$ cat src/rtl/qpc_pkg.sv
// ----------------------------------------------------------------------------
// qpc_pkg
// Types and constants shared by the quadrature position controller.
// ----------------------------------------------------------------------------
package qpc_pkg;

    localparam int GAIN_W     = 10;
    localparam int DRIVE_W    = 16;
    localparam int TARGET_W   = 32;
    localparam int POS_OUT_W  = 32;
    localparam int DUTY_W     = 8;
    localparam int CFG_IDX_W  = 1;
    localparam int CFG_DATA_W = 16;

    localparam logic [GAIN_W-1:0]  GAIN_RESET  = 10'd75;
    localparam logic [DRIVE_W-1:0] LIMIT_RESET = 16'd5000;

    // duty = drive / 200 as (drive * 5243) >> 20, exact for drive <= 20000
    localparam logic [DRIVE_W-1:0] DUTY_FULL_SCALE = 16'd20000;
    localparam int                 DUTY_SHIFT      = 20;
    localparam int                 DUTY_PROD_W     = DRIVE_W + 13;
    localparam logic [12:0]        DUTY_RECIP      = 13'd5243;
    localparam int                 DUTY_Q_W        = 7;
    localparam logic [DUTY_Q_W-1:0] DUTY_FULL      = 7'd100;

    typedef enum logic [CFG_IDX_W-1:0] {
        CFG_GAIN        = 1'b0,
        CFG_DRIVE_LIMIT = 1'b1
    } t_cfg_idx;

    typedef struct packed {
        logic                 valid;
        logic [POS_OUT_W-1:0] pos;
        logic                 fwd;
        logic                 rev;
        logic                 big;
        logic [DRIVE_W-1:0]   mag;
    } t_err_stage;

    typedef struct packed {
        logic [POS_OUT_W-1:0]     pos;
        logic [DRIVE_W-1:0]       drive;
        logic                     fwd;
        logic                     rev;
        logic signed [DUTY_W-1:0] duty;
    } t_result;

endpackage

$ cat src/rtl/qpc_if.sv
// ----------------------------------------------------------------------------
// qpc_if
// Valid/ready channels for encoder samples in and drive results out.
// ----------------------------------------------------------------------------
interface qpc_in_if;
    logic               valid;
    logic               ready;
    logic               phase_a;
    logic               phase_b;
    logic signed [31:0] target_position;

    modport source (output valid, phase_a, phase_b, target_position, input ready);
    modport sink   (input valid, phase_a, phase_b, target_position, output ready);
endinterface

interface qpc_out_if;
    logic               valid;
    logic               ready;
    logic signed [31:0] position;
    logic [15:0]        drive_magnitude;
    logic               drive_forward;
    logic               drive_reverse;
    logic signed [7:0]  duty_percent;

    modport source (output valid, position, drive_magnitude, drive_forward,
                    drive_reverse, duty_percent, input ready);
    modport sink   (input valid, position, drive_magnitude, drive_forward,
                    drive_reverse, duty_percent, output ready);
endinterface

$ cat src/rtl/quadrature_position_p_controller.sv
// ----------------------------------------------------------------------------
// quadrature_position_p_controller
// Quadrature decoder with proportional position control.
// ----------------------------------------------------------------------------
// One item is taken every clock cycle while the output side takes results;
// each accepted item passes through five registers (input register, counter
// and error, magnitude, gain multiply, duty) before its result is valid. The
// whole pipeline advances together, so input ready follows output ready
// whenever a result is held.
// Gain and drive limit may be written only while no item is in flight.
module quadrature_position_p_controller
    import qpc_pkg::*;
#(
    parameter int POSITION_WIDTH = 32
) (
    input  logic                  i_clk,
    input  logic                  i_rst_n,
    input  logic                  i_cfg_we,
    input  logic [CFG_IDX_W-1:0]  i_cfg_idx,
    input  logic [CFG_DATA_W-1:0] i_cfg_wdata,
    qpc_in_if.sink                i_in,
    qpc_out_if.source             o_out
);

    localparam int PW = POSITION_WIDTH;
    localparam int EW = ((PW > TARGET_W) ? PW : TARGET_W) + 1;

    logic                  w_adv;
    logic [GAIN_W-1:0]     r_gain;
    logic [DRIVE_W-1:0]    r_limit;

    logic                  r_last_a;
    logic                  r_last_b;
    logic [PW-1:0]         r_count;
    logic [PW-1:0]         n_count;

    logic                  r_v0;
    logic                  r_a0;
    logic                  r_b0;
    logic [TARGET_W-1:0]   r_tgt0;

    logic                  r_v1;
    logic [POS_OUT_W-1:0]  r_pos1;
    logic [EW-1:0]         r_diff1;

    logic                  r_v2;
    logic [POS_OUT_W-1:0]  r_pos2;
    logic                  r_fwd2;
    logic                  r_rev2;
    logic                  r_big2;
    logic [DRIVE_W-1:0]    r_mag2;
    t_err_stage            w_err2;

    logic [EW-1:0]         w_tgt_x;
    logic [EW-1:0]         w_pos_x;
    logic                  w_step;
    logic [EW-1:0]         w_abs;
    logic                  w_neg;

    logic                  w_res_valid;
    t_result               w_res;

    assign w_adv      = !w_res_valid || o_out.ready;
    assign i_in.ready = w_adv;

    always_ff @(posedge i_clk) begin
        if (!i_rst_n) begin
            r_gain  <= GAIN_RESET;
            r_limit <= LIMIT_RESET;
        end else if (i_cfg_we) begin
            case (t_cfg_idx'(i_cfg_idx))
                CFG_GAIN:        r_gain  <= i_cfg_wdata[GAIN_W-1:0];
                CFG_DRIVE_LIMIT: r_limit <= i_cfg_wdata[DRIVE_W-1:0];
                default: ;
            endcase
        end
    end

    // counter step on any phase change
    assign w_step = (r_a0 != r_last_a) || (r_b0 != r_last_b);

    always_comb begin
        n_count = r_count;
        if (w_step) begin
            if (r_a0 == r_last_b) begin
                n_count = r_count - PW'(1);
            end else begin
                n_count = r_count + PW'(1);
            end
        end
    end

    assign w_tgt_x = {{(EW-TARGET_W){r_tgt0[TARGET_W-1]}}, r_tgt0};
    assign w_pos_x = {{(EW-PW){n_count[PW-1]}}, n_count};

    always_ff @(posedge i_clk) begin
        if (!i_rst_n) begin
            r_v0     <= 1'b0;
            r_v1     <= 1'b0;
            r_v2     <= 1'b0;
            r_last_a <= 1'b0;
            r_last_b <= 1'b0;
            r_count  <= '0;
        end else if (w_adv) begin
            r_v0 <= i_in.valid;
            r_v1 <= r_v0;
            r_v2 <= r_v1;
            if (r_v0) begin
                r_last_a <= r_a0;
                r_last_b <= r_b0;
                r_count  <= n_count;
            end
        end
    end

    assign w_neg = r_diff1[EW-1];
    assign w_abs = w_neg ? (EW'(0) - r_diff1) : r_diff1;

    always_ff @(posedge i_clk) begin
        if (w_adv) begin
            r_a0    <= i_in.phase_a;
            r_b0    <= i_in.phase_b;
            r_tgt0  <= i_in.target_position;
            r_pos1  <= w_pos_x[POS_OUT_W-1:0];
            r_diff1 <= w_tgt_x - w_pos_x;
            r_pos2  <= r_pos1;
            r_fwd2  <= !w_neg && (r_diff1 != '0);
            r_rev2  <= w_neg;
            r_big2  <= |w_abs[EW-1:DRIVE_W];
            r_mag2  <= w_abs[DRIVE_W-1:0];
        end
    end

    assign w_err2 = '{r_v2, r_pos2, r_fwd2, r_rev2, r_big2, r_mag2};

    qpc_drive u_drive (
        .i_clk   (i_clk),
        .i_rst_n (i_rst_n),
        .i_adv   (w_adv),
        .i_gain  (r_gain),
        .i_limit (r_limit),
        .i_err   (w_err2),
        .o_valid (w_res_valid),
        .o_res   (w_res)
    );

    assign o_out.valid           = w_res_valid;
    assign o_out.position        = w_res.pos;
    assign o_out.drive_magnitude = w_res.drive;
    assign o_out.drive_forward   = w_res.fwd;
    assign o_out.drive_reverse   = w_res.rev;
    assign o_out.duty_percent    = w_res.duty;

endmodule

$ cat src/rtl/qpc_drive.sv
// ----------------------------------------------------------------------------
// qpc_drive
// Drive back end: gain multiply with saturation, then duty percentage.
// ----------------------------------------------------------------------------
module qpc_drive
    import qpc_pkg::*;
(
    input  logic                i_clk,
    input  logic                i_rst_n,
    input  logic                i_adv,
    input  logic [GAIN_W-1:0]   i_gain,
    input  logic [DRIVE_W-1:0]  i_limit,
    input  t_err_stage          i_err,
    output logic                o_valid,
    output t_result             o_res
);

    logic                     r_v3;
    logic [POS_OUT_W-1:0]     r_pos3;
    logic                     r_fwd3;
    logic                     r_rev3;
    logic [DRIVE_W-1:0]       r_drive3;
    logic                     r_v4;
    t_result                  r_res;

    logic [GAIN_W+DRIVE_W-1:0] w_prod;
    logic [DRIVE_W-1:0]        n_drive;
    logic [DUTY_PROD_W-1:0]    w_duty_prod;
    logic [DUTY_Q_W-1:0]       w_duty_q;
    logic [DUTY_W-1:0]         n_duty;

    assign w_prod = (GAIN_W+DRIVE_W)'(i_gain) * (GAIN_W+DRIVE_W)'(i_err.mag);

    always_comb begin
        if (i_gain == '0) begin
            n_drive = '0;
        end else if (i_err.big) begin
            n_drive = i_limit;
        end else if (w_prod > (GAIN_W+DRIVE_W)'(i_limit)) begin
            n_drive = i_limit;
        end else begin
            n_drive = w_prod[DRIVE_W-1:0];
        end
    end

    assign w_duty_prod = DUTY_PROD_W'(r_drive3) * DUTY_PROD_W'(DUTY_RECIP);

    always_comb begin
        if (r_drive3 > DUTY_FULL_SCALE) begin
            w_duty_q = DUTY_FULL;
        end else begin
            w_duty_q = w_duty_prod[DUTY_SHIFT +: DUTY_Q_W];
        end
        if (r_rev3) begin
            n_duty = DUTY_W'(0) - DUTY_W'(w_duty_q);
        end else begin
            n_duty = DUTY_W'(w_duty_q);
        end
    end

    always_ff @(posedge i_clk) begin
        if (!i_rst_n) begin
            r_v3 <= 1'b0;
            r_v4 <= 1'b0;
        end else if (i_adv) begin
            r_v3 <= i_err.valid;
            r_v4 <= r_v3;
        end
    end

    always_ff @(posedge i_clk) begin
        if (i_adv) begin
            r_pos3       <= i_err.pos;
            r_fwd3       <= i_err.fwd;
            r_rev3       <= i_err.rev;
            r_drive3     <= n_drive;
            r_res.pos    <= r_pos3;
            r_res.drive  <= r_drive3;
            r_res.fwd    <= r_fwd3;
            r_res.rev    <= r_rev3;
            r_res.duty   <= n_duty;
        end
    end

    assign o_valid = r_v4;
    assign o_res   = r_res;

endmodule

$ cat src/flat_wrapper.sv
// flat-port wrapper written by rule: the top's interface ports become plain ports
module quadrature_position_p_controller_flat import qpc_pkg::*;
#(
    parameter int POSITION_WIDTH = 32
)
  (i_clk, i_rst_n, i_cfg_we, i_cfg_idx, i_cfg_wdata, i_in_valid, i_in_phase_a, i_in_phase_b, i_in_target_position, i_in_ready, o_out_valid, o_out_position, o_out_drive_magnitude, o_out_drive_forward, o_out_drive_reverse, o_out_duty_percent, o_out_ready);
  qpc_in_if i_in_i ();
  qpc_out_if o_out_i ();
  input  logic i_clk;
  input  logic i_rst_n;
  input  logic i_cfg_we;
  input  logic [CFG_IDX_W-1:0] i_cfg_idx;
  input  logic [CFG_DATA_W-1:0] i_cfg_wdata;
  input wire logic [$bits(i_in_i.valid)-1:0] i_in_valid;
  input wire logic [$bits(i_in_i.phase_a)-1:0] i_in_phase_a;
  input wire logic [$bits(i_in_i.phase_b)-1:0] i_in_phase_b;
  input wire logic [$bits(i_in_i.target_position)-1:0] i_in_target_position;
  output wire logic [$bits(i_in_i.ready)-1:0] i_in_ready;
  output wire logic [$bits(o_out_i.valid)-1:0] o_out_valid;
  output wire logic [$bits(o_out_i.position)-1:0] o_out_position;
  output wire logic [$bits(o_out_i.drive_magnitude)-1:0] o_out_drive_magnitude;
  output wire logic [$bits(o_out_i.drive_forward)-1:0] o_out_drive_forward;
  output wire logic [$bits(o_out_i.drive_reverse)-1:0] o_out_drive_reverse;
  output wire logic [$bits(o_out_i.duty_percent)-1:0] o_out_duty_percent;
  input wire logic [$bits(o_out_i.ready)-1:0] o_out_ready;
  assign i_in_i.valid = i_in_valid;
  assign i_in_i.phase_a = i_in_phase_a;
  assign i_in_i.phase_b = i_in_phase_b;
  assign i_in_i.target_position = i_in_target_position;
  assign i_in_ready = i_in_i.ready;
  assign o_out_valid = o_out_i.valid;
  assign o_out_position = o_out_i.position;
  assign o_out_drive_magnitude = o_out_i.drive_magnitude;
  assign o_out_drive_forward = o_out_i.drive_forward;
  assign o_out_drive_reverse = o_out_i.drive_reverse;
  assign o_out_duty_percent = o_out_i.duty_percent;
  assign o_out_i.ready = o_out_ready;
  quadrature_position_p_controller #(.POSITION_WIDTH(POSITION_WIDTH)) u_core (.i_clk(i_clk), .i_rst_n(i_rst_n), .i_cfg_we(i_cfg_we), .i_cfg_idx(i_cfg_idx), .i_cfg_wdata(i_cfg_wdata), .i_in(i_in_i), .o_out(o_out_i));
endmodule
$ cat config.mk
export PLATFORM = sky130hd
export DESIGN_NAME = quadrature_position_p_controller_flat
export DESIGN_NICKNAME = d
export VERILOG_FILES = /design/src/rtl/qpc_pkg.sv /design/src/rtl/qpc_if.sv /design/src/rtl/quadrature_position_p_controller.sv /design/src/rtl/qpc_drive.sv /design/src/flat_wrapper.sv
export SDC_FILE = /design/constraint.sdc
export NUM_CORES = 1
export LEC_CHECK = 0
export BUFFER_PORTS_ARGS = -buffer_cell sky130_fd_sc_hd__buf_2
export CAP_MARGIN = 20
export CORE_UTILIZATION = 45
export DETAILED_ROUTE_END_ITERATION = 6
export PLACE_DENSITY_LB_ADDON = 0.05
export SYNTH_ARGS = -nofsm -noshare
export SYNTH_HDL_FRONTEND = slang
export SYNTH_SLANG_ARGS = --single-unit
export TNS_END_PERCENT = 20
$ cat constraint.sdc
create_clock -name i_clk -period 28.9 [get_ports i_clk]
set_clock_uncertainty 0.1 [all_clocks]
set_input_delay 5.78 -clock i_clk [delete_from_list [all_inputs] [get_ports i_clk]]
set_output_delay 5.78 -clock i_clk [all_outputs]
set_load 0.01 [all_outputs]
; After elaboration in Yosys (flattened, before gate mapping)
; Cells that the tools add are included.
[word_totals]
ff_bits = 323
[classes]
mul = 2
bitwise_logic = 1
n_lt_le_gt_ge = 2
n_reduce_logical = 11
muxes = 7
eq_ne = 3
add_sub_neg = 5
[op_table]
columns = cell, n
row1 = 32-bit 2-to-1 mux, 2
row2 = 33-bit 2-to-1 mux, 1
row3 = 33-bit nonzero test, 1
row4 = "1-bit by 33-bit subtractor with 33-bit output, first input constant", 1
row5 = 32-bit by 32-bit subtractor with 33-bit output, 1
row6 = "32-bit by 1-bit adder with 32-bit output, second input constant", 1
row7 = 16-bit 2-to-1 mux, 2
row8 = "32-bit by 1-bit subtractor with 32-bit output, second input constant", 1
row9 = "16-bit by 13-bit multiplier with 27-bit output, second input constant", 1
row10 = 26-bit by 16-bit greater-than comparator with 1-bit output, 1
row11 = 10-bit by 16-bit multiplier with 26-bit output, 1
row12 = 17-bit OR reduction, 1
row13 = "16-bit by 15-bit greater-than comparator with 1-bit output, second input constant", 1
row14 = 7-bit 2-to-1 mux, 2
row15 = 10-bit zero test, 1
row16 = "1-bit by 7-bit subtractor with 8-bit output, first input constant", 1
row17 = 2-bit AND reduction, 3
row18 = 1-bit zero test, 2
row19 = 1-bit logical OR, 2
row20 = 1-bit inequality test, 2
row21 = 1-bit equality test, 1
row22 = 1-bit logical AND, 1
row23 = 1-bit inverter, 1

; Depth between registers and ports, before layout
[depth]
word_depth = 4
depth_mapped = 32
depth_no_buf = 29

; Hierarchy
; Synthesis repeated with hierarchy kept, for this count alone.
[hier_totals]
hier_cells = 2383
hier_area_um2 = 24581.1
[by_module_without_submodules]
columns = module, seq_area_each_um2, cells_per_inst, area_each_um2, instances
row1 = qpc_drive, 3283.1, 1294, 13421.6, 1
row2 = quadrature_position_p_controller, 5765.5, 1089, 11159.5, 1

; Worst setup path after synthesis
; No wires, ideal clock.
[synth_path]
kind = in2out
startpoint = input port o_out_ready
endpoint = output port i_in_ready
path_stages = 2
slack_ns = 12.052
arrival_ns = 10.968
path_buffers = 0
cell_sequence = nor2b_1 -> inv_1
[synth_between]
elab_chain_len = 1
[synth_rtl]
columns = element, line_no
row1 = start: declaration, flat_wrapper.sv:25  ; input wire logic [$bits(o_out_i.ready)-1:0] o_out_ready;
row2 = 1-bit logical OR, quadrature_position_p_controller.sv:63  ; assign w_adv = !w_res_valid || o_out.ready;
row3 = end: declaration, flat_wrapper.sv:18  ; output wire logic [$bits(i_in_i.ready)-1:0] i_in_ready;
; Every way passes these cells.

; Worst setup path after layout
; Ends and elaborated chain as after synthesis.

==> impl_metrics.py <==
metrics = {
    "logic_synthesis": {
        "synth_largest_area_cell": "edfxtp_1",
        "synth_ff_type": "edfxtp_1",
        "syn_avg_cell_area_sq_um": 10.65,
        "synth_cell_types": 62,
        "yosys.area_share.simple_pct": 11.11,
        "synth_cells": 2264,
        "synth_top_family_by_area": "adder cells",
        "async_flop_share_pct": 0,
        "synth_fa_ha_area_share_pct": 28.42,
        "synth_compound_area_share_pct": 11.11,
        "synth-xor-area-share_pct": 3.888,
        "ys_ff_latch": 323,
        "synth_area_leaders": "edfxtp_1, fa_1, ha_1",
        "ys_seq_area_share_pct": 37.54,
        "yosys_warnings": 0,
        "synth.top_cell.area_share_pct": 32.14,
        "syn_area_sq_mm": 0.02411,
        "yosysMostFrequentCell": "inv_1",
        "synth.area.mux_share_pct": 1.837,
        "syn_nets": 2756,
        "synth_enable_flop_cells": 258,
        "synth_commonest_cells": "inv_1, nand2_1, edfxtp_1",
    },
    "global_routing": {
        "track_usage_pct": 19.85,
        "grt_pass1_vias": 16846,
        "antenna_found_initial": 1,
        "overflow": 0,
        "grt_max_degree": 77,
        "grt_first_pass_wirelength_mm": 85.54,
    },
    "clock_network": {
        "cts_max_level": 2,
        "cts_tree": "built",
        "clock_sinks": 323,
        "clockBufferDepth": 3,
        "ctsHoldBuffers": 0,
        "cts-root-buf": "clkbuf_16",
        "numCtsBuffers": 37,
        "path_clk_slew_ns": 0.07,
        "clk_latency_ns": 0.56,
        "post-cts-setup-buffer-count": 0,
        "ctsResizeCount": 0,
    },
    "worst_hold_path": {
        "hold_path_class": "register to register",
        "min_from": "u_core.u_drive.r_pos3[2]",
        "worstHoldPathCells": 0,
        "hold-path-endpoint": "u_core.u_drive.o_res[28]",
    },
    "sta": {
        "slew-limit-headroom_pct": 33.84,
        "rsz0062_at_grt": "no",
        "tightest_slew_ns": 0.9673,
        "hold_viol": 0,
        "drv_slew": 0,
        "fin_crit_sh_pct": 44.69,
        "fin_tns_setup_ns": 0,
        "max_freq_mhz": 77.43,
        "final-setup-viol-count": 0,
        "min_period_ns": 12.92,
    },
    "floorplan": {
        "die_h_microns": 233.4,
        "fp.coreArea_sq_mm": 0.05276,
        "ios": 116,
        "initial_core_util_pct": 45.69,
        "die_width_microns": 233.4,
        "num_rows": 84,
        "fp.dieArea_sq_mm": 0.05450,
    },
    "critical_path": {
        "rr_worst_depth": 28,
        "crit_required_ns": 23.02,
        "path_max_fanout": 76,
        "endpoint_kind": "output pin",
        "regToRegSetupSlack_ns": 20.08,
        "r2r-end": "u_core.u_drive.r_drive3[0]",
        "crit_type": "input port to output pin",
        "critPathLaunchType": "input port",
        "critPathArrivalTime_ns": 7.04,
        "timing.rr.start": "u_core.r_gain[7]",
    },
    "finish": {
        "syn_to_final_growth_pct": 10.60,
        "layout.nets": 2860,
        "antennaDiodeCount": 0,
        "final_util_pct": 50.53,
        "drive_gt1_share_pct": 9.182,
    },
    "routing": {
        "drtPass1Iterations": 7,
        "vias": 16176,
        "viasPerCell": 5.245,
        "routed_wl_mm": 51.56,
        "antenna_left": 0,
        "first_iter_violations": 773,
        "drc_errors": 12,
        "wire_per_inst_microns": 16.72,
    },
    "outcome": {
        "violations": "DRC",
        "status": "complete, but fails checks",
    },
    "placed_design": {
        "gp_congestion": 0.8697,
        "dp_hpwl_mm": 39.33,
        "port_buffers": 115,
    },
    "flow_run": {
        "maxCapViolCount": 0,
    },
}
## placed cells by master, fill, tap and decap left out, drive strengths merged, types with 80 or more instances in the layout
master / synthesis / final
buf: 3 / 129
edfxtp: 258 / 258
a21oi: 84 / 84
ha: 250 / 250
fa: 186 / 186
and2: 81 / 81
nor2: 80 / 80
nand2: 259 / 259
inv: 327 / 328
xnor2: 80 / 80
## area by class of cell
type / count / area (sq um)
Clock buffer: 45 / 997.2
Clock inverter: 22 / 229.0
Fill cell: 4871 / 26100
Inverter: 327 / 1235
Multi-Input combinational cell: 1550 / 13600
Sequential cell: 323 / 9049
Tap cell: 688 / 860.8
Timing Repair Buffer: 129 / 688.2
## state kept, by name, indices dropped and copies added (netlist names), 10 cells and up
register and flops:
u_core.r_pos1 32, u_core.u_drive.o_res 58, u_core.r_count 32, u_core.r_tgt0 32, u_core.r_pos2 32, u_core.r_limit 16
u_core.r_diff1 33, u_core.u_drive.r_pos3 32, u_core.r_gain 10, u_core.u_drive.r_drive3 16, u_core.r_mag2 16
## critical path, cell delays in order
cell     delay [ns]
buf_2          0.10
nor2b_1        0.53
inv_8          0.37
buf_2          0.25
## stage by stage
stage	std cells	cell area, sq um	setup WS (ns)	hold WS [ns]
2_1_floorplan	2264	24110	12.05	0.3003
4_1_cts	3084	26660	15.97	0.3085
5_1_grt	3084	26660	15.90	0.3134
3_3_place_gp	3016	25420	16.05	0.3019
3_5_place_dp	3017	25430	15.98	0.3045
6_report	3084	26660	15.98	0.3053
## metal layers
layer	wire, microns	global-route usage, %	share of wire, %
met1	23770	26.38	46
met4	1278	5.357	2.5
met3	1728	2.625	3.4
met2	24780	33.97	48
met5	0	0	0
## worst max path at each step
stage | to | cells past startpoint | start
CTS | i_in_ready | 4 | o_out_ready
finish | i_in_ready | 4 | o_out_ready
floorplan | i_in_ready | 2 | o_out_ready
global placement | i_in_ready | 4 | o_out_ready
detailed placement | i_in_ready | 4 | o_out_ready
global route | i_in_ready | 4 | o_out_ready
## cells by family (layout without fill, tap and decap cells)
group / Yosys count / in the layout
buffers and inverters: 391 / 523
adders and majority gates: 436 / 436
DFF: 323 / 323
muxes: 42 / 42
AOI/OAI and AO/OA: 399 / 399
and+or+nand+nor: 566 / 566
xor gates and xnor gates: 107 / 107
Power is left out: the tool's default activity adds up to more than one toggle a clock period on the data nets, which glitch-free logic cannot reach.
